<file path="config.mk">
export PLATFORM = sky130hd
export DESIGN_NAME = websocket_frame_receiver_flat
export DESIGN_NICKNAME = d
export VERILOG_FILES = /design/src/rtl/core/wsfr_pkg.sv /design/src/rtl/core/wsfr_if.sv /design/src/rtl/core/wsfr_parser.sv /design/src/rtl/core/websocket_frame_receiver.sv /design/src/flat_wrapper.sv
export SDC_FILE = /design/constraint.sdc
export NUM_CORES = 1
export LEC_CHECK = 0
export BUFFER_PORTS_ARGS = -buffer_cell sky130_fd_sc_hd__clkbuf_2
export CAP_MARGIN = 20
export CORE_MARGIN = 1
export CORE_UTILIZATION = 60
export CTS_BUF_LIST = sky130_fd_sc_hd__clkbuf_8 sky130_fd_sc_hd__clkbuf_16
export DETAILED_ROUTE_END_ITERATION = 8
export PLACE_DENSITY = 0.77
export SETUP_SLACK_MARGIN = 0.05
export SLEW_MARGIN = 20
export SYNTH_ARGS = -nofsm -noshare
export SYNTH_HDL_FRONTEND = slang
export SYNTH_SLANG_ARGS = --single-unit
</file>
<file path="constraint.sdc">
create_clock -name clk -period 6.9 [get_ports clk]
set_input_delay 0.345 -clock clk [delete_from_list [all_inputs] [get_ports clk]]
set_output_delay 0.345 -clock clk [all_outputs]
set_load 0.03 [all_outputs]
</file>
<file path="src/rtl/core/wsfr_pkg.sv">
// Shared types, constants and the frame classifier of the WebSocket frame receiver.
// Depends on nothing; every other file of the block refers to it by scoped names.
package wsfr_pkg;

	localparam int LEN_BITS = 16;

	localparam logic [LEN_BITS-1:0] MAX_MSG_RESET = 16'd1024;

	localparam logic [6:0] LEN7_EXT16 = 7'd126;
	localparam logic [6:0] LEN7_EXT64 = 7'd127;

	localparam logic [3:0] OP_TEXT  = 4'h1;
	localparam logic [3:0] OP_CLOSE = 4'h8;
	localparam logic [3:0] OP_PING  = 4'h9;

	localparam logic [2:0] STATUS_TEXT    = 3'd0;
	localparam logic [2:0] STATUS_PING    = 3'd1;
	localparam logic [2:0] STATUS_CLOSE   = 3'd2;
	localparam logic [2:0] STATUS_IGNORED = 3'd3;
	localparam logic [2:0] STATUS_LEN_ERR = 3'd4;

	typedef struct packed {
		logic                byte_valid;
		logic [7:0]          payload_byte;
		logic                frame_done;
		logic [2:0]          frame_status;
		logic [3:0]          frame_opcode;
		logic                frame_fin;
		logic [LEN_BITS-1:0] delivered_len;
	} result_t;

	function automatic logic [2:0] class_of(input logic [3:0] op);
		logic [2:0] cls;
		case (op)
			OP_TEXT:  cls = STATUS_TEXT;
			OP_PING:  cls = STATUS_PING;
			OP_CLOSE: cls = STATUS_CLOSE;
			default:  cls = STATUS_IGNORED;
		endcase
		return cls;
	endfunction

endpackage

</file>
<file path="src/rtl/core/wsfr_if.sv">
// Channel interfaces of the WebSocket frame receiver: received bytes, results, limit writes.
// Depends on wsfr_pkg for the length width.
interface wsfr_rx_if;
	logic       valid;
	logic       ready;
	logic [7:0] rx_byte;

	modport source (output valid, output rx_byte, input ready);
	modport sink (input valid, input rx_byte, output ready);
endinterface

interface wsfr_res_if;
	logic                         valid;
	logic                         ready;
	logic                         byte_valid;
	logic [7:0]                   payload_byte;
	logic                         frame_done;
	logic [2:0]                   frame_status;
	logic [3:0]                   frame_opcode;
	logic                         frame_fin;
	logic [wsfr_pkg::LEN_BITS-1:0] delivered_len;

	modport source (output valid, output byte_valid, output payload_byte, output frame_done,
		output frame_status, output frame_opcode, output frame_fin, output delivered_len,
		input ready);
	modport sink (input valid, input byte_valid, input payload_byte, input frame_done,
		input frame_status, input frame_opcode, input frame_fin, input delivered_len,
		output ready);
endinterface

interface wsfr_cfg_if;
	logic                          valid;
	logic                          ready;
	logic [wsfr_pkg::LEN_BITS-1:0] max_message_size;

	modport source (output valid, output max_message_size, input ready);
	modport sink (input valid, input max_message_size, output ready);
endinterface

</file>
<file path="src/rtl/core/wsfr_parser.sv">
// Frame header parser: phase register, held header fields, length and position counters.
// Depends on wsfr_pkg; produces at most one result per accepted byte.
module wsfr_parser (
	input  logic                          clk,
	input  logic                          arst_n,
	input  logic                          accept,
	input  logic [7:0]                    rx_byte,
	input  logic [wsfr_pkg::LEN_BITS-1:0] max_size,
	output logic                          res_vld,
	output wsfr_pkg::result_t             res
);

	localparam int LB = wsfr_pkg::LEN_BITS;

	localparam logic [2:0] PH_HDR     = 3'd0;
	localparam logic [2:0] PH_LEN     = 3'd1;
	localparam logic [2:0] PH_EXT_HI  = 3'd2;
	localparam logic [2:0] PH_EXT_LO  = 3'd3;
	localparam logic [2:0] PH_MASK    = 3'd4;
	localparam logic [2:0] PH_PAYLOAD = 3'd5;
	localparam logic [2:0] PH_SKIP    = 3'd6;

	logic [2:0]    phase_q, phase_n;
	logic [3:0]    opcode_q, opcode_n;
	logic          fin_q, fin_n;
	logic          masked_q, masked_n;
	logic [LB-1:0] len_q, len_n;
	logic [LB-1:0] pos_q, pos_n;
	logic [2:0]    skip_q, skip_n;

	logic [2:0]    skip_inc;
	logic [LB:0]   pos_inc;
	logic [6:0]    len7;
	logic          done;
	logic          dv;
	logic [2:0]    status;
	logic [LB-1:0] dl;

	assign skip_inc = skip_q + 3'd1;
	assign pos_inc  = {1'b0, pos_q} + {{LB{1'b0}}, 1'b1};
	assign len7     = rx_byte[6:0];

	always_comb begin
		phase_n  = phase_q;
		opcode_n = opcode_q;
		fin_n    = fin_q;
		masked_n = masked_q;
		len_n    = len_q;
		pos_n    = pos_q;
		skip_n   = skip_q;
		done     = 1'b0;
		dv       = 1'b0;
		status   = wsfr_pkg::class_of(opcode_q);
		unique case (phase_q)
			PH_LEN: begin
				masked_n = rx_byte[7];
				if (len7 == wsfr_pkg::LEN7_EXT64) begin
					skip_n  = 3'd0;
					len_n   = '0;
					phase_n = PH_SKIP;
				end else if (len7 == wsfr_pkg::LEN7_EXT16) begin
					len_n   = '0;
					phase_n = PH_EXT_HI;
				end else begin
					len_n = LB'(len7);
					if (masked_n) begin
						skip_n  = 3'd0;
						phase_n = PH_MASK;
					end else if (len_n == '0) begin
						phase_n = PH_HDR;
						done    = 1'b1;
					end else begin
						pos_n   = '0;
						phase_n = PH_PAYLOAD;
					end
				end
			end
			PH_EXT_HI: begin
				len_n   = LB'({rx_byte, 8'h00});
				phase_n = PH_EXT_LO;
			end
			PH_EXT_LO: begin
				len_n = len_q | LB'(rx_byte);
				if (masked_q) begin
					skip_n  = 3'd0;
					phase_n = PH_MASK;
				end else if (len_n == '0) begin
					phase_n = PH_HDR;
					done    = 1'b1;
				end else begin
					pos_n   = '0;
					phase_n = PH_PAYLOAD;
				end
			end
			PH_MASK: begin
				if (skip_inc < 3'd4) begin
					skip_n = skip_inc;
				end else begin
					skip_n = 3'd0;
					if (len_q == '0) begin
						phase_n = PH_HDR;
						done    = 1'b1;
					end else begin
						pos_n   = '0;
						phase_n = PH_PAYLOAD;
					end
				end
			end
			PH_PAYLOAD: begin
				dv    = pos_q < max_size;
				pos_n = pos_inc[LB-1:0];
				if (pos_inc >= {1'b0, len_q}) begin
					phase_n = PH_HDR;
					done    = 1'b1;
				end
			end
			PH_SKIP: begin
				skip_n = skip_inc;
				if (skip_inc == 3'd0) begin
					phase_n = PH_HDR;
					done    = 1'b1;
					status  = wsfr_pkg::STATUS_LEN_ERR;
				end
			end
			default: begin
				fin_n    = rx_byte[7];
				opcode_n = rx_byte[3:0];
				masked_n = 1'b0;
				len_n    = '0;
				pos_n    = '0;
				skip_n   = 3'd0;
				phase_n  = PH_LEN;
			end
		endcase
	end

	assign dl = (len_n < max_size) ? len_n : max_size;

	always_comb begin
		res_vld           = accept && (dv || done);
		res.byte_valid    = dv;
		res.payload_byte  = dv ? rx_byte : 8'h00;
		res.frame_done    = done;
		res.frame_status  = done ? status : 3'd0;
		res.frame_opcode  = done ? opcode_q : 4'h0;
		res.frame_fin     = done && fin_q;
		res.delivered_len = (done && status != wsfr_pkg::STATUS_LEN_ERR) ? dl : '0;
	end

	always_ff @(posedge clk or negedge arst_n) begin
		if (!arst_n) begin
			phase_q  <= PH_HDR;
			opcode_q <= 4'h0;
			fin_q    <= 1'b0;
			masked_q <= 1'b0;
			len_q    <= '0;
			pos_q    <= '0;
			skip_q   <= 3'd0;
		end else if (accept) begin
			phase_q  <= phase_n;
			opcode_q <= opcode_n;
			fin_q    <= fin_n;
			masked_q <= masked_n;
			len_q    <= len_n;
			pos_q    <= pos_n;
			skip_q   <= skip_n;
		end
	end

endmodule

</file>
<file path="src/rtl/core/websocket_frame_receiver.sv">
// WebSocket frame receiver top level: limit register, parser and a two-entry result buffer.
// Depends on wsfr_pkg, wsfr_if and wsfr_parser.
// One received byte is taken per cycle while rx.ready is high. Each byte passes the parser's
// phase logic in the cycle it is accepted, and any result is registered in the result register
// or in a skid entry behind it. The skid entry keeps bytes flowing for one extra
// result while the consumer stalls; rx.ready drops only while that entry is full. Mask keys are
// skipped and not applied, 64-bit lengths end in a length error after eight skipped bytes, and
// payload bytes beyond max_message_size are dropped. The limit port is always ready.
module websocket_frame_receiver (
	input  logic              clk,
	input  logic              arst_n,
	wsfr_rx_if.sink           rx,
	wsfr_res_if.source        res,
	wsfr_cfg_if.sink          cfg
);

	logic [wsfr_pkg::LEN_BITS-1:0] max_size_q;
	logic                          accept;
	logic                          new_vld;
	wsfr_pkg::result_t             new_res;
	logic                          out_valid_q;
	wsfr_pkg::result_t             out_q;
	logic                          skid_valid_q;
	wsfr_pkg::result_t             skid_q;
	logic                          out_load;

	assign cfg.ready = 1'b1;
	assign rx.ready  = !skid_valid_q;
	assign accept    = rx.valid && rx.ready;
	assign out_load  = res.ready || !out_valid_q;

	always_ff @(posedge clk or negedge arst_n) begin
		if (!arst_n) begin
			max_size_q <= wsfr_pkg::MAX_MSG_RESET;
		end else if (cfg.valid) begin
			max_size_q <= cfg.max_message_size;
		end
	end

	wsfr_parser u_parser (
		.clk      (clk),
		.arst_n   (arst_n),
		.accept   (accept),
		.rx_byte  (rx.rx_byte),
		.max_size (max_size_q),
		.res_vld  (new_vld),
		.res      (new_res)
	);

	always_ff @(posedge clk or negedge arst_n) begin
		if (!arst_n) begin
			out_valid_q  <= 1'b0;
			skid_valid_q <= 1'b0;
		end else if (out_load) begin
			out_valid_q  <= skid_valid_q || new_vld;
			skid_valid_q <= 1'b0;
		end else if (new_vld) begin
			skid_valid_q <= 1'b1;
		end
	end

	always_ff @(posedge clk) begin
		if (out_load) begin
			out_q <= skid_valid_q ? skid_q : new_res;
		end else if (new_vld) begin
			skid_q <= new_res;
		end
	end

	assign res.valid         = out_valid_q;
	assign res.byte_valid    = out_q.byte_valid;
	assign res.payload_byte  = out_q.payload_byte;
	assign res.frame_done    = out_q.frame_done;
	assign res.frame_status  = out_q.frame_status;
	assign res.frame_opcode  = out_q.frame_opcode;
	assign res.frame_fin     = out_q.frame_fin;
	assign res.delivered_len = out_q.delivered_len;

	a_skid_behind_out: assert property (@(posedge clk) disable iff (!arst_n)
		skid_valid_q |-> out_valid_q)
		else $error("skid entry held while result register empty");

	a_result_nonempty: assert property (@(posedge clk) disable iff (!arst_n)
		out_valid_q |-> (out_q.byte_valid || out_q.frame_done))
		else $error("result carries neither a byte nor a frame end");

	a_len_err_zero: assert property (@(posedge clk) disable iff (!arst_n)
		(out_valid_q && out_q.frame_done && out_q.frame_status == wsfr_pkg::STATUS_LEN_ERR)
		|-> (out_q.delivered_len == '0 && !out_q.byte_valid))
		else $error("length error reports delivered bytes");

	a_no_loss_on_stall: assert property (@(posedge clk) disable iff (!arst_n)
		(skid_valid_q && !res.ready) |=> (skid_valid_q && out_valid_q))
		else $error("buffered result dropped during stall");

endmodule
</file>
<file path="src/flat_wrapper.sv">
// flat-port wrapper written by rule: the top's interface ports become plain ports
module websocket_frame_receiver_flat 
  (clk, arst_n, rx_valid, rx_rx_byte, rx_ready, res_valid, res_byte_valid, res_payload_byte, res_frame_done, res_frame_status, res_frame_opcode, res_frame_fin, res_delivered_len, res_ready, cfg_valid, cfg_max_message_size, cfg_ready);
  wsfr_rx_if rx_i ();
  wsfr_res_if res_i ();
  wsfr_cfg_if cfg_i ();
  input  logic clk;
  input  logic arst_n;
  input wire logic [$bits(rx_i.valid)-1:0] rx_valid;
  input wire logic [$bits(rx_i.rx_byte)-1:0] rx_rx_byte;
  output wire logic [$bits(rx_i.ready)-1:0] rx_ready;
  output wire logic [$bits(res_i.valid)-1:0] res_valid;
  output wire logic [$bits(res_i.byte_valid)-1:0] res_byte_valid;
  output wire logic [$bits(res_i.payload_byte)-1:0] res_payload_byte;
  output wire logic [$bits(res_i.frame_done)-1:0] res_frame_done;
  output wire logic [$bits(res_i.frame_status)-1:0] res_frame_status;
  output wire logic [$bits(res_i.frame_opcode)-1:0] res_frame_opcode;
  output wire logic [$bits(res_i.frame_fin)-1:0] res_frame_fin;
  output wire logic [$bits(res_i.delivered_len)-1:0] res_delivered_len;
  input wire logic [$bits(res_i.ready)-1:0] res_ready;
  input wire logic [$bits(cfg_i.valid)-1:0] cfg_valid;
  input wire logic [$bits(cfg_i.max_message_size)-1:0] cfg_max_message_size;
  output wire logic [$bits(cfg_i.ready)-1:0] cfg_ready;
  assign rx_i.valid = rx_valid;
  assign rx_i.rx_byte = rx_rx_byte;
  assign rx_ready = rx_i.ready;
  assign res_valid = res_i.valid;
  assign res_byte_valid = res_i.byte_valid;
  assign res_payload_byte = res_i.payload_byte;
  assign res_frame_done = res_i.frame_done;
  assign res_frame_status = res_i.frame_status;
  assign res_frame_opcode = res_i.frame_opcode;
  assign res_frame_fin = res_i.frame_fin;
  assign res_delivered_len = res_i.delivered_len;
  assign res_i.ready = res_ready;
  assign cfg_i.valid = cfg_valid;
  assign cfg_i.max_message_size = cfg_max_message_size;
  assign cfg_ready = cfg_i.ready;
  websocket_frame_receiver u_core (.clk(clk), .arst_n(arst_n), .rx(rx_i), .res(res_i), .cfg(cfg_i));
endmodule
</file>
==> results of run 1 <==
[routing by layer]
metal  wire length, microns  up-vias  global-route usage
li1                       -     2738                   -
met1                   7540     2769               0.367
met2                   8150      212               0.457
met3                    889       50              0.0595
met4                    716        0               0.165
met5                      0        -                   0
[synth_stat cells (3+ instances only)]
library cell  instances  area, sq um
a21o_1               11         82.6
xor2_1                7         61.3
and2_1               16          100
o21ai_1               3         15.0
nand2b_1              7         43.8
a31oi_1              13         81.3
nand3_1              12         60.1
a21oi_1              37          185
nand2_1              97          364
and3_1                4         25.0
buf_6                 3         33.8
nor2b_1               3         18.8
nor3_1                8         40.0
and4_1                3         26.3
mux2_2               20          225
ha_1                 49          613
nor4_1                6         37.5
xnor2_1               9         78.8
mux2i_1              26          260
clkbuf_1             23         86.3
a211oi_1              6         45.0
inv_1                40          150
edfxtp_1             68         2040
o31ai_1              20          150
o21a_1               12         90.1
o21ai_0              69          345
nor2_1               49          184
nand4_1              10         62.6
buf_1                 3         11.3
dfrtp_1              61         1530
buf_2                 6         30.0
[final timing paths]
path                                         endpoint  cells after the start                      from  slack [ns]
max reg2reg                         u_core.skid_q[14]                     14  u_core.u_parser.pos_q[2]        2.05
min reg2reg                     u_core.u_parser.fin_q                      2     u_core.u_parser.fin_q        0.51
max in group asynchronous        u_core.max_size_q[1]                      2                    arst_n        6.23
min in group clk                 u_core.max_size_q[9]                      3   cfg_max_message_size[9]        0.13
min                        u_core.u_parser.phase_q[1]                      2                    arst_n        0.10
max                                 u_core.skid_q[14]                     14  u_core.u_parser.pos_q[2]        2.05
[flip-flops by register name (all words and copies together) (netlist names), 4 cells and up]
register / cells
u_core.max_size_q: 16
u_core.res.delivered_len: 16
u_core.res.frame_opcode: 4
u_core.res.payload_byte: 8
u_core.skid_q: 34
u_core.u_parser.len_q: 16
u_core.u_parser.opcode_q: 4
u_core.u_parser.pos_q: 16
[power groups by stage]
stage | clock [mW] | sequential [mW] | combinational, mW
floorplan | 0 | 1.35 | 0.807
global placement | 0 | 1.21 | 1.24
detailed placement | 0 | 1.22 | 1.27
CTS | 0.888 | 1.21 | 1.28
global route | 0.921 | 1.23 | 1.42
finish | 0.881 | 1.21 | 1.30
[cells by family after synthesis]
family | share of synthesized area
muxes | 0.0660
and+or+nand+nor | 0.144
buffers and inverters | 0.0449
AOI/OAI and AO/OA | 0.154
DFF | 0.489
adders and majority gates | 0.0834
other | 0.000510
xor gates and xnor gates | 0.0191
[through the flow]
stage / hold slack, ns / instance area [sq um] / util
after floorplan: 0.0494 / 7350 / -
after global placement: 0.478 / 7750 / 0.648
after detailed placement: 0.486 / 7750 / 0.648
after CTS: 0.122 / 8330 / 0.696
after global routing: 0.127 / 8350 / 0.698
final: 0.101 / 8350 / 0.698
[final cells by class]
| class | instances | area, sq um | share of cell area |
|---|---|---|---|
| sequential | 130 | 3590 | 0.431 |
| multi-input combinational | 523 | 3450 | 0.413 |
| clock buffer | 17 | 425 | 0.0510 |
| timing repair buffer | 73 | 392 | 0.0469 |
| tap | 147 | 184 | 0.0220 |
| inverter | 41 | 154 | 0.0184 |
| clock inverter | 15 | 151 | 0.0181 |
==> results by group, run 1 <==
STA
  • Final period util: 0.702
  • Final number of setup-violating endpoints: 0
  • F_max: 206 MHz
  • Setup repair after global routing missed its margin: false
  • Setup TNS: 0 ns
  • Max Slew Vio Count: 0
  • Max-Slew Margin vs Limit: 0.392
  • Final Worst Setup Slack: 2.05 ns
  • Period minus WS final: 4.85 ns
  • Clock Skews: 0.00928 ns
  • Hold violation count in the final report: 0
  • Worst slew pin tran: 0.912 ns

Setup path
  • Worst-path cell chain: nand3_2 > or3_1 > or2_1 > nor2_1 > xor2_1 > ha_1 > nand2_1 > nor4_1 > o21ai_0 > a31oi_1 > a21o_1 > nor2_1 > nor3_4 > buf_4
  • CP Class: reg2reg
  • CP startpoint kind: register
  • CP dominant cell by count: nor2_1
  • CP Max Fanout: 19
  • CP Data Arrival Time: 4.95 ns
  • Crit path max-delay family: simple AND/OR/NAND/NOR gates
  • Critical path required time: 7.00 ns
  • Slowest stage delay, CP: 0.66 ns
  • CP bufs+invs: 1
  • Worst setup EP type: register
  • Critical-path top delay cell: nor3_4

Place
  • Port-buffer cells: 64
  • GP Congestion: 0.900
  • Post-placement cell count: 913
  • HPWL Detailed: 12.3 mm
  • Pre-CTS WS: 1.83 ns

Job
  • MaxCap Viol Count: 0

Floorplan
  • Die W: 113 microns
  • Row cnt: 40
  • Initial Utilization: 0.615
  • Die Area: 12700 sq um
  • Ports: 66
  • Die H: 113 microns
  • Core Area: 12000 sq um

Clock network
  • CTS tree: yes
  • Clk_lat worst skew: 0.42 ns
  • Hold_buf cts: 0
  • Cts repair resizes: 0
  • Clock buffer depth: 2
  • H-Tree Level Count: 4
  • Post-CTS Setup Inserts: 0
  • Clk slew on worst S/H paths: 0.06 ns
  • TritonCTS Buffers: 17
  • Root Driver: clkbuf_16
  • # clock sinks: 130

Synthesis
  • EDFF count, synth: 68
  • Async S/R FF share, synth: 0.477
  • Post-Syn Area per Cell: 10.1 sq um
  • Syn Inst Count: 731
  • Syn Nets: 809
  • Sequential fraction of the synthesis area: 0.489
  • Synth Warn #: 0
  • Ys flop type: edfxtp_1
  • Post-synthesis cell area: 7350 sq um
  • Synth Register Bits: 130
  • Unique masters post-synth: 56

Cells and area
  • Most common cell after layout, fill and taps aside: nand2_1
  • # fillers: 915
  • Final Non-Filler Cells: 946
  • Layout Nets: 864
  • Synth-to-Final Area Change: 13.5%
  • Ratio of cells with drive above 1 in the final layout: 0.165
  • Most frequent cells in the layout: 97 x nand2_1, 69 x o21ai_0, 68 x edfxtp_1, 64 x clkbuf_2, 61 x dfrtp_1
  • Number of diodes: 0

Pwr
  • Pint: 2.06 mW
  • P_sw: 1.33 mW
  • Switching share of power: 0.393
  • PD cells: 406 nW/um^2
  • Static Leakage: 3.70 nW
  • Register share of total power: 0.357
  • Tot Pwr: 3.39 mW
  • Max IR drop VDD: 0.000150 V
  • Combinational fraction of design power: 0.383
  • Clock share of power: 0.260

Detailed routing
  • DRT iter0 DRCs: 556
  • Total wire length: 17.3 mm
  • Wire per inst: 18.3 microns
  • DR DRC count: 0
  • Routed vias: 5769
  • DR vias/cell: 6.10
  • DR pass1 iterations: 5
  • Antenna viol nets, final: 0

Global routing
  • Number of global-route vias before repair: 5508
  • Global-route wire length before repair: 27.7 mm
  • GR Overflow Total: 0
  • Initial antenna violation count: 0
  • Global Route Usage Sum: 0.287
  • Largest net degree at the start of global routing: 63

Hold path
  • HP Class: in2async

Outcome
  • Status: finished clean
Note: power is estimated with default switching activity, not from simulation.
==> run 2, diff against run 1 <==
Settings changed: CORE_UTILIZATION 60 to 54, PLACE_DENSITY 0.77 to 0.73.
Clock period 6.9 ns to 3.9 ns, I/O delays scaled along.
==> run 2 against run 1 <==
Effect of this change:
- global-route usage shrank 0.84 points
- non-clock buffer count rose by 31
- clock power increased by 91%
- routed wire length grew 9.5%
- first-iteration DRC count grew 41%
- clock skew up 0.0012 ns
- combinational power is 110% higher
- via count up 4.7%
- critical endpoint is now u_core.res.frame_fin
- largest cell class unchanged
- highest routed layer unchanged
==> results by group, run 2 (synthesis results as in run 1) <==
Detailed routing
  • DR vias/cell: 5.99 (-1.8%)
  • Routed vias: 6038 (+4.7%)
  • Wire per inst: 18.8 microns (+2.7%)
  • Total wire length: 18.9 mm (+9.5%)
  • Antenna viol nets, final: 0 (unchanged)
  • DR pass1 iterations: 7 (+2)
  • DRT iter0 DRCs: 785 (+41%)
  • DR DRC count: 0 (unchanged)

Clock network
  • Clk_lat worst skew: 0.43 ns (about the same)
  • Root Driver: clkbuf_16
  • Clk slew on worst S/H paths: 0.06 ns (about the same)
  • H-Tree Level Count: 4 (unchanged)
  • # clock sinks: 130 (unchanged)
  • TritonCTS Buffers: 17 (unchanged)
  • CTS tree: yes
  • Clock buffer depth: 2 (unchanged)

Setup path
  • CP Data Arrival Time: 3.88 ns (-1.07 ns)
  • Critical-path top delay cell: dfrtp_2
  • Worst setup EP type: register
  • Worst Setup SP: u_core.u_parser.pos_q[6]
  • CP Class: reg2reg
  • Crit path max-delay family: simple AND/OR/NAND/NOR gates
  • Critical path required time: 4.07 ns (-2.93 ns)
  • Worst-path cell chain: nand2_1 > or3_1 > or2_1 > nor2_2 > and3_1 > xor2_1 > ha_1 > nand3_1 > nor2_1 > a211oi_2 > o221ai_2 > a21o_4 > and2_1 > mux2_2
  • CP Max Fanout: 6 (-13)
  • CP bufs+invs: 0 (-1)
  • CP startpoint kind: register
  • Reg2reg start: u_core.u_parser.pos_q[6]
  • Slowest stage delay, CP: 0.42 ns (-0.24 ns)

STA
  • Setup repair after global routing missed its margin: true
  • Clock Skews: 0.0105 ns (+0.00118 ns)
  • Final number of setup-violating endpoints: 0 (unchanged)
  • Max-Slew Margin vs Limit: 0.375 (-0.0172)
  • Setup TNS: 0 ns (unchanged)
  • Max Slew Vio Count: 0 (unchanged)
  • Final period util: 0.952 (+0.250)
  • Worst slew pin tran: 0.938 ns (+0.0257 ns)
  • Hold violation count in the final report: 0 (unchanged)
  • F_max: 269 MHz (+31%)
  • Period minus WS final: 3.71 ns (-1.13 ns)

Pwr
  • PD cells: 731 nW/um^2 (+80%)
  • Static Leakage: 3.87 nW (+4.6%)
  • Tot Pwr: 6.44 mW (+90%)
  • Max IR drop VDD: 0.000337 V (+120%)

Outcome
  • Status: finished clean

Floorplan
  • Initial Utilization: 0.555 (-0.0595)
  • Row cnt: 42 (+5.0%)
  • Core Area: 13200 sq um (+11%)
  • Ports: 66 (unchanged)
  • Die Area: 14100 sq um (+11%)
  • Die H: 119 microns (+5.3%)
  • Die W: 119 microns (+5.3%)

Global routing
  • GR Overflow Total: 0 (unchanged)
  • Largest net degree at the start of global routing: 41 (-35%)
  • Global Route Usage Sum: 0.279 (-0.00845)
  • Global-route wire length before repair: 29.9 mm (+7.7%)
  • Number of global-route vias before repair: 5937 (+7.8%)
  • Initial antenna violation count: 0 (unchanged)

Cells and area
  • Layout Nets: 897 (+3.8%)
  • Multi-input gate area: 3540 sq um (+2.8%)
  • Most flops, register: u_core.skid_q
  • Max FFs per register: 34 (unchanged)
  • Ratio of cells with drive above 1 in the final layout: 0.206 (+0.0403)
  • Number of diodes: 0 (unchanged)
  • # fillers: 1003 (+9.6%)
  • FF/Latch Area: 3600 sq um (+0.10%)
  • Most common cell after layout, fill and taps aside: nand2_1
  • Most frequent cells in the layout: 97 x nand2_1, 68 x o21ai_0, 68 x edfxtp_1, 64 x clkbuf_2, 58 x dfrtp_1
  • Synth-to-Final Area Change: 19.9%

Place
  • Port-buffer cells: 64 (unchanged)
  • GP Congestion: 0.908 (+0.89%)
  • HPWL Detailed: 13.1 mm (+6.4%)

Hold path
  • HP Class: in2reg
  • Hold Crit Start: cfg_max_message_size[0]

Job
  • MaxCap Viol Count: 0 (unchanged)
-- run 2: cell count changes in the layout (fill, tap and decap cells not counted), sizes merged --
cell         change
a21o             +1
buf             +20
bufinv           +1
clkinv           -5
clkinvlp         +4
dlygate4sd3     +11
nand2            +1
-- run 2: power by group --
group / switching (mW) / total [mW] / internal [mW]
Combinational: 1.70 / 2.67 / 0.970
Clock: 0.612 / 1.68 / 1.06
Sequential: 0.223 / 2.10 / 1.88
-- run 2: layout make-up --
| type | instances | area share |
|---|---|---|
| clock inverters | 15 | 0.0219 |
| well taps | 176 | 0.0250 |
| inverters | 41 | 0.0175 |
| flip-flops and latches | 130 | 0.408 |
| repair buffers | 104 | 0.0778 |
| multi-input cells | 525 | 0.402 |
| clock buffers | 17 | 0.0482 |
-- run 2: what timing repair did --
item                                    CTS  global route
gates cloned                              0             2
hold buffers                             11             0
pin swaps                                 0             6
buffers inserted                          0             2
endpoints found under the setup margin   20            76
hold endpoints to repair                 40             0
resized for setup                         1            13
-- run 2: per-stage QoR --
stage	cell area, sq um	hold slack, ns	util	cells	worst slack (ns)
floorplan	7390	-0.101	-	731	-0.0852
finish	8820	0.00991	0.666	1008	0.187
global placement	7980	0.340	0.602	961	0.213
detailed placement	7980	0.349	0.602	961	0.0178
global route	8820	0.00427	0.666	1008	0.0527
CTS	8710	0.00569	0.657	1004	0.0767
-- run 2: path summary, 6_finish.rpt --
| kind | endpoint | slack [ns] | cells after the start |
|---|---|---|---|
| max in group asynchronous | u_core.max_size_q[10] | 2.48 | 3 |
| worst min-delay path | u_core.max_size_q[0] | 0.01 | 2 |
| min in group asynchronous | u_core.u_parser.skip_q[0] | 0.42 | 2 |
| worst max register to register | u_core.res.frame_fin | 0.19 | 14 |
| worst max-delay path | u_core.res.frame_fin | 0.19 | 14 |
| worst min register to register | u_core.u_parser.fin_q | 0.49 | 2 |
-- run 2: per-layer routing --
layer	GRT usage	wire length (microns)
met5	0	0
met3	0.0550	1070
met2	0.456	9210
met4	0.159	782
met1	0.344	7880
==> run 3, diff against run 2 <==
Settings changed: CORE_UTILIZATION 54 to 62, PLACE_DENSITY 0.73 to 0.8, SKIP_LAST_GASP set to 1.
Clock period 3.9 ns to 4.54 ns, I/O delays scaled along.
==> run 3 against run 2 <==
Effect of this change:
- the flow now finishes with violations (hold timing)
- first-iteration DRC count fell by 1.1%
- routed wire length fell by 2.9%
- final cell count fell by 5.4%
- sequential share of layout area rose by 1.7 points
- via count fell by 1.2%
- highest routed layer unchanged
- die area fell by 13%
- register-to-register slack improved by 0.26 ns
- hold slack got worse by 0.041 ns
- flip-flop and latch count did not move
- critical path depth fell by 1
- combinational power fell by 22%
- largest cell class unchanged
==> results by group, run 3 (synthesis results as in run 1) <==
Outcome
  • Status: finished with violations
  • Failing checks: hold timing

Cells and area
  • Number of diodes: 0 (unchanged)
  • Most flops, register: u_core.skid_q
  • Most common cell after layout, fill and taps aside: nand2_1
  • Synth-to-Final Area Change: 15.0%
  • Multi-input gate area: 3450 sq um (-2.5%)
  • Max FFs per register: 34 (unchanged)
  • Most frequent cells in the layout: 97 x nand2_1, 69 x o21ai_0, 68 x edfxtp_1, 64 x clkbuf_2, 60 x dfrtp_1
  • Layout Nets: 876 (-2.3%)
  • Ratio of cells with drive above 1 in the final layout: 0.181 (-0.0243)
  • FF/Latch Area: 3600 sq um (about the same)
  • # fillers: 779 (-22%)

Setup path
  • Critical-path top delay cell: dfrtp_1
  • CP startpoint kind: register
  • CP bufs+invs: 0 (unchanged)
  • Critical path required time: 4.76 ns (+0.69 ns)
  • CP Max Fanout: 36 (+30)
  • Slowest stage delay, CP: 0.47 ns (+0.05 ns)
  • Worst setup EP type: register
  • CP Data Arrival Time: 4.31 ns (+0.43 ns)
  • Worst-path cell chain: nand3_2 > or3_1 > or2_1 > nor2_1 > xor2_1 > ha_1 > nand2_1 > nor4_1 > o21ai_0 > a31oi_1 > a21o_2 > nand2_4 > o31ai_1
  • Crit path max-delay family: simple AND/OR/NAND/NOR gates
  • CP Class: reg2reg

Pwr
  • PD cells: 623 nW/um^2 (-15%)
  • Register share of total power: 0.352 (+0.026)
  • P_sw: 2.07 mW (-18%)
  • Combinational fraction of design power: 0.394 (-0.020)
  • Switching share of power: 0.394 (+0.00105)
  • Max IR drop VDD: 0.000505 V (+50%)
  • Pint: 3.19 mW (-18%)
  • Clock share of power: 0.255 (-0.005)
  • Static Leakage: 3.75 nW (-3.0%)

Clock network
  • Hold_buf cts: 0 (-11)
  • Clock buffer depth: 2 (unchanged)
  • Clk slew on worst S/H paths: 0.06 ns (about the same)
  • Cts repair resizes: 0 (-1)
  • Clk_lat worst skew: 0.43 ns (about the same)
  • H-Tree Level Count: 4 (unchanged)
  • # clock sinks: 130 (unchanged)
  • Root Driver: clkbuf_16
  • TritonCTS Buffers: 17 (unchanged)
  • Post-CTS Setup Inserts: 0 (unchanged)
  • CTS tree: yes

STA
  • Final period util: 0.901 (-0.0507)
  • Max Slew Vio Count: 0 (unchanged)
  • Clock Skews: 0.00631 ns (-0.00414 ns)
  • Period minus WS final: 4.09 ns (+0.379 ns)
  • Fin Hold WS: -0.0308 ns (-0.0407 ns)
  • Final number of setup-violating endpoints: 0 (unchanged)
  • Worst slew pin tran: 0.928 ns (-0.0102 ns)
  • F_max: 244 MHz (-9.3%)
  • Max-Slew Margin vs Limit: 0.381 (+0.00678)
  • Setup TNS: 0 ns (unchanged)
  • Setup repair after global routing missed its margin: false
  • Hold violation count in the final report: 13 (+13)

Place
  • GP Congestion: 0.939 (+3.5%)
  • HPWL Detailed: 13.0 mm (-0.40%)
  • Port-buffer cells: 64 (unchanged)

Detailed routing
  • Wire per inst: 19.3 microns (+2.6%)
  • Routed vias: 5968 (-1.2%)
  • DRT iter0 DRCs: 776 (-1.1%)
  • DR DRC count: 0 (unchanged)
  • DR pass1 iterations: 5 (-2)
  • Antenna viol nets, final: 0 (unchanged)
  • DR vias/cell: 6.26 (+4.4%)
  • Total wire length: 18.4 mm (-2.9%)

Global routing
  • GR Overflow Total: 0 (unchanged)
  • Initial antenna violation count: 0 (unchanged)
  • Global Route Usage Sum: 0.312 (+0.0335)
  • Global-route wire length before repair: 29.6 mm (-0.99%)
  • Largest net degree at the start of global routing: 63 (+54%)
  • Number of global-route vias before repair: 5856 (-1.4%)

Floorplan
  • Die W: 111 microns (-6.6%)
  • Initial Utilization: 0.641 (+0.0860)
  • Ports: 66 (unchanged)
  • Die H: 111 microns (-6.6%)
  • Die Area: 12300 sq um (-13%)
  • Row cnt: 39 (-7.1%)
  • Core Area: 11500 sq um (-13%)

Hold path
  • HP Class: in2async

Job
  • MaxCap Viol Count: 0 (unchanged)
==> run 3: power groups by stage <==
stage               Sequential (mW)  Combinational, mW  Clock [mW]
finish                         1.85               2.07        1.34
floorplan                      2.05               1.24           0
global route                   1.88               2.26        1.40
CTS                            1.84               2.05        1.34
detailed placement             1.86               2.03           0
global placement               1.84               1.95           0
==> run 3: worst reg2reg max path: cells and delay by family, from the launching register on <==
| family | cells | cell delay [ns] |
|---|---|---|
| AO/OA/AOI/OAI | 4 | 1.10 |
| XOR/XNOR | 1 | 0.11 |
| adder cells (fa/ha/maj) | 1 | 0.30 |
| flip-flops | 1 | 0.47 |
| AND/OR/NAND/NOR | 7 | 1.91 |
==> run 3: final cells by class <==
| type | count | area share |
|---|---|---|
| Clock inverter | 15 | 0.0182 |
| Timing Repair Buffer | 85 | 0.0580 |
| Tap cell | 143 | 0.0212 |
| Inverter | 41 | 0.0182 |
| Sequential cell | 130 | 0.425 |
| Clock buffer | 17 | 0.0503 |
| Multi-Input combinational cell | 523 | 0.409 |
==> run 3: worst paths after layout <==
check	end	startpoint	slack (ns)	depth (start not counted)
setup / recovery	u_core.res.delivered_len[4]	u_core.u_parser.pos_q[2]	0.45	13
hold / removal	u_core.u_parser.phase_q[0]	arst_n	-0.03	2
setup reg to reg	u_core.res.delivered_len[4]	u_core.u_parser.pos_q[2]	0.45	13
hold reg to reg	u_core.res.delivered_len[2]	u_core.skid_q[2]	0.52	2
max in group asynchronous	u_core.skid_valid_q	arst_n	3.95	2
min in group clk	u_core.max_size_q[9]	cfg_max_message_size[9]	0.01	3
==> run 3: metrics by stage <==
| step | utilization | setup WS, ns | power [mW] | instance area (sq um) | instances |
|---|---|---|---|---|---|
| after detailed placement | 0.686 | 0.368 | 3.89 | 7860 | 922 |
| after global routing | 0.737 | 0.145 | 5.54 | 8450 | 954 |
| after global placement | 0.686 | 0.568 | 3.79 | 7860 | 922 |
| after floorplan | - | 0.288 | 3.28 | 7360 | 731 |
| after CTS | 0.736 | 0.359 | 5.23 | 8440 | 954 |
| final | 0.737 | 0.448 | 5.26 | 8450 | 954 |
==> run 3: layer usage <==
layer,vias to the layer above,track usage,part of all wire
li1,2769,-,-
met2,255,0.520,0.51
met5,-,0,0
met1,2887,0.384,0.40
met3,57,0.0744,0.064
met4,0,0.144,0.032
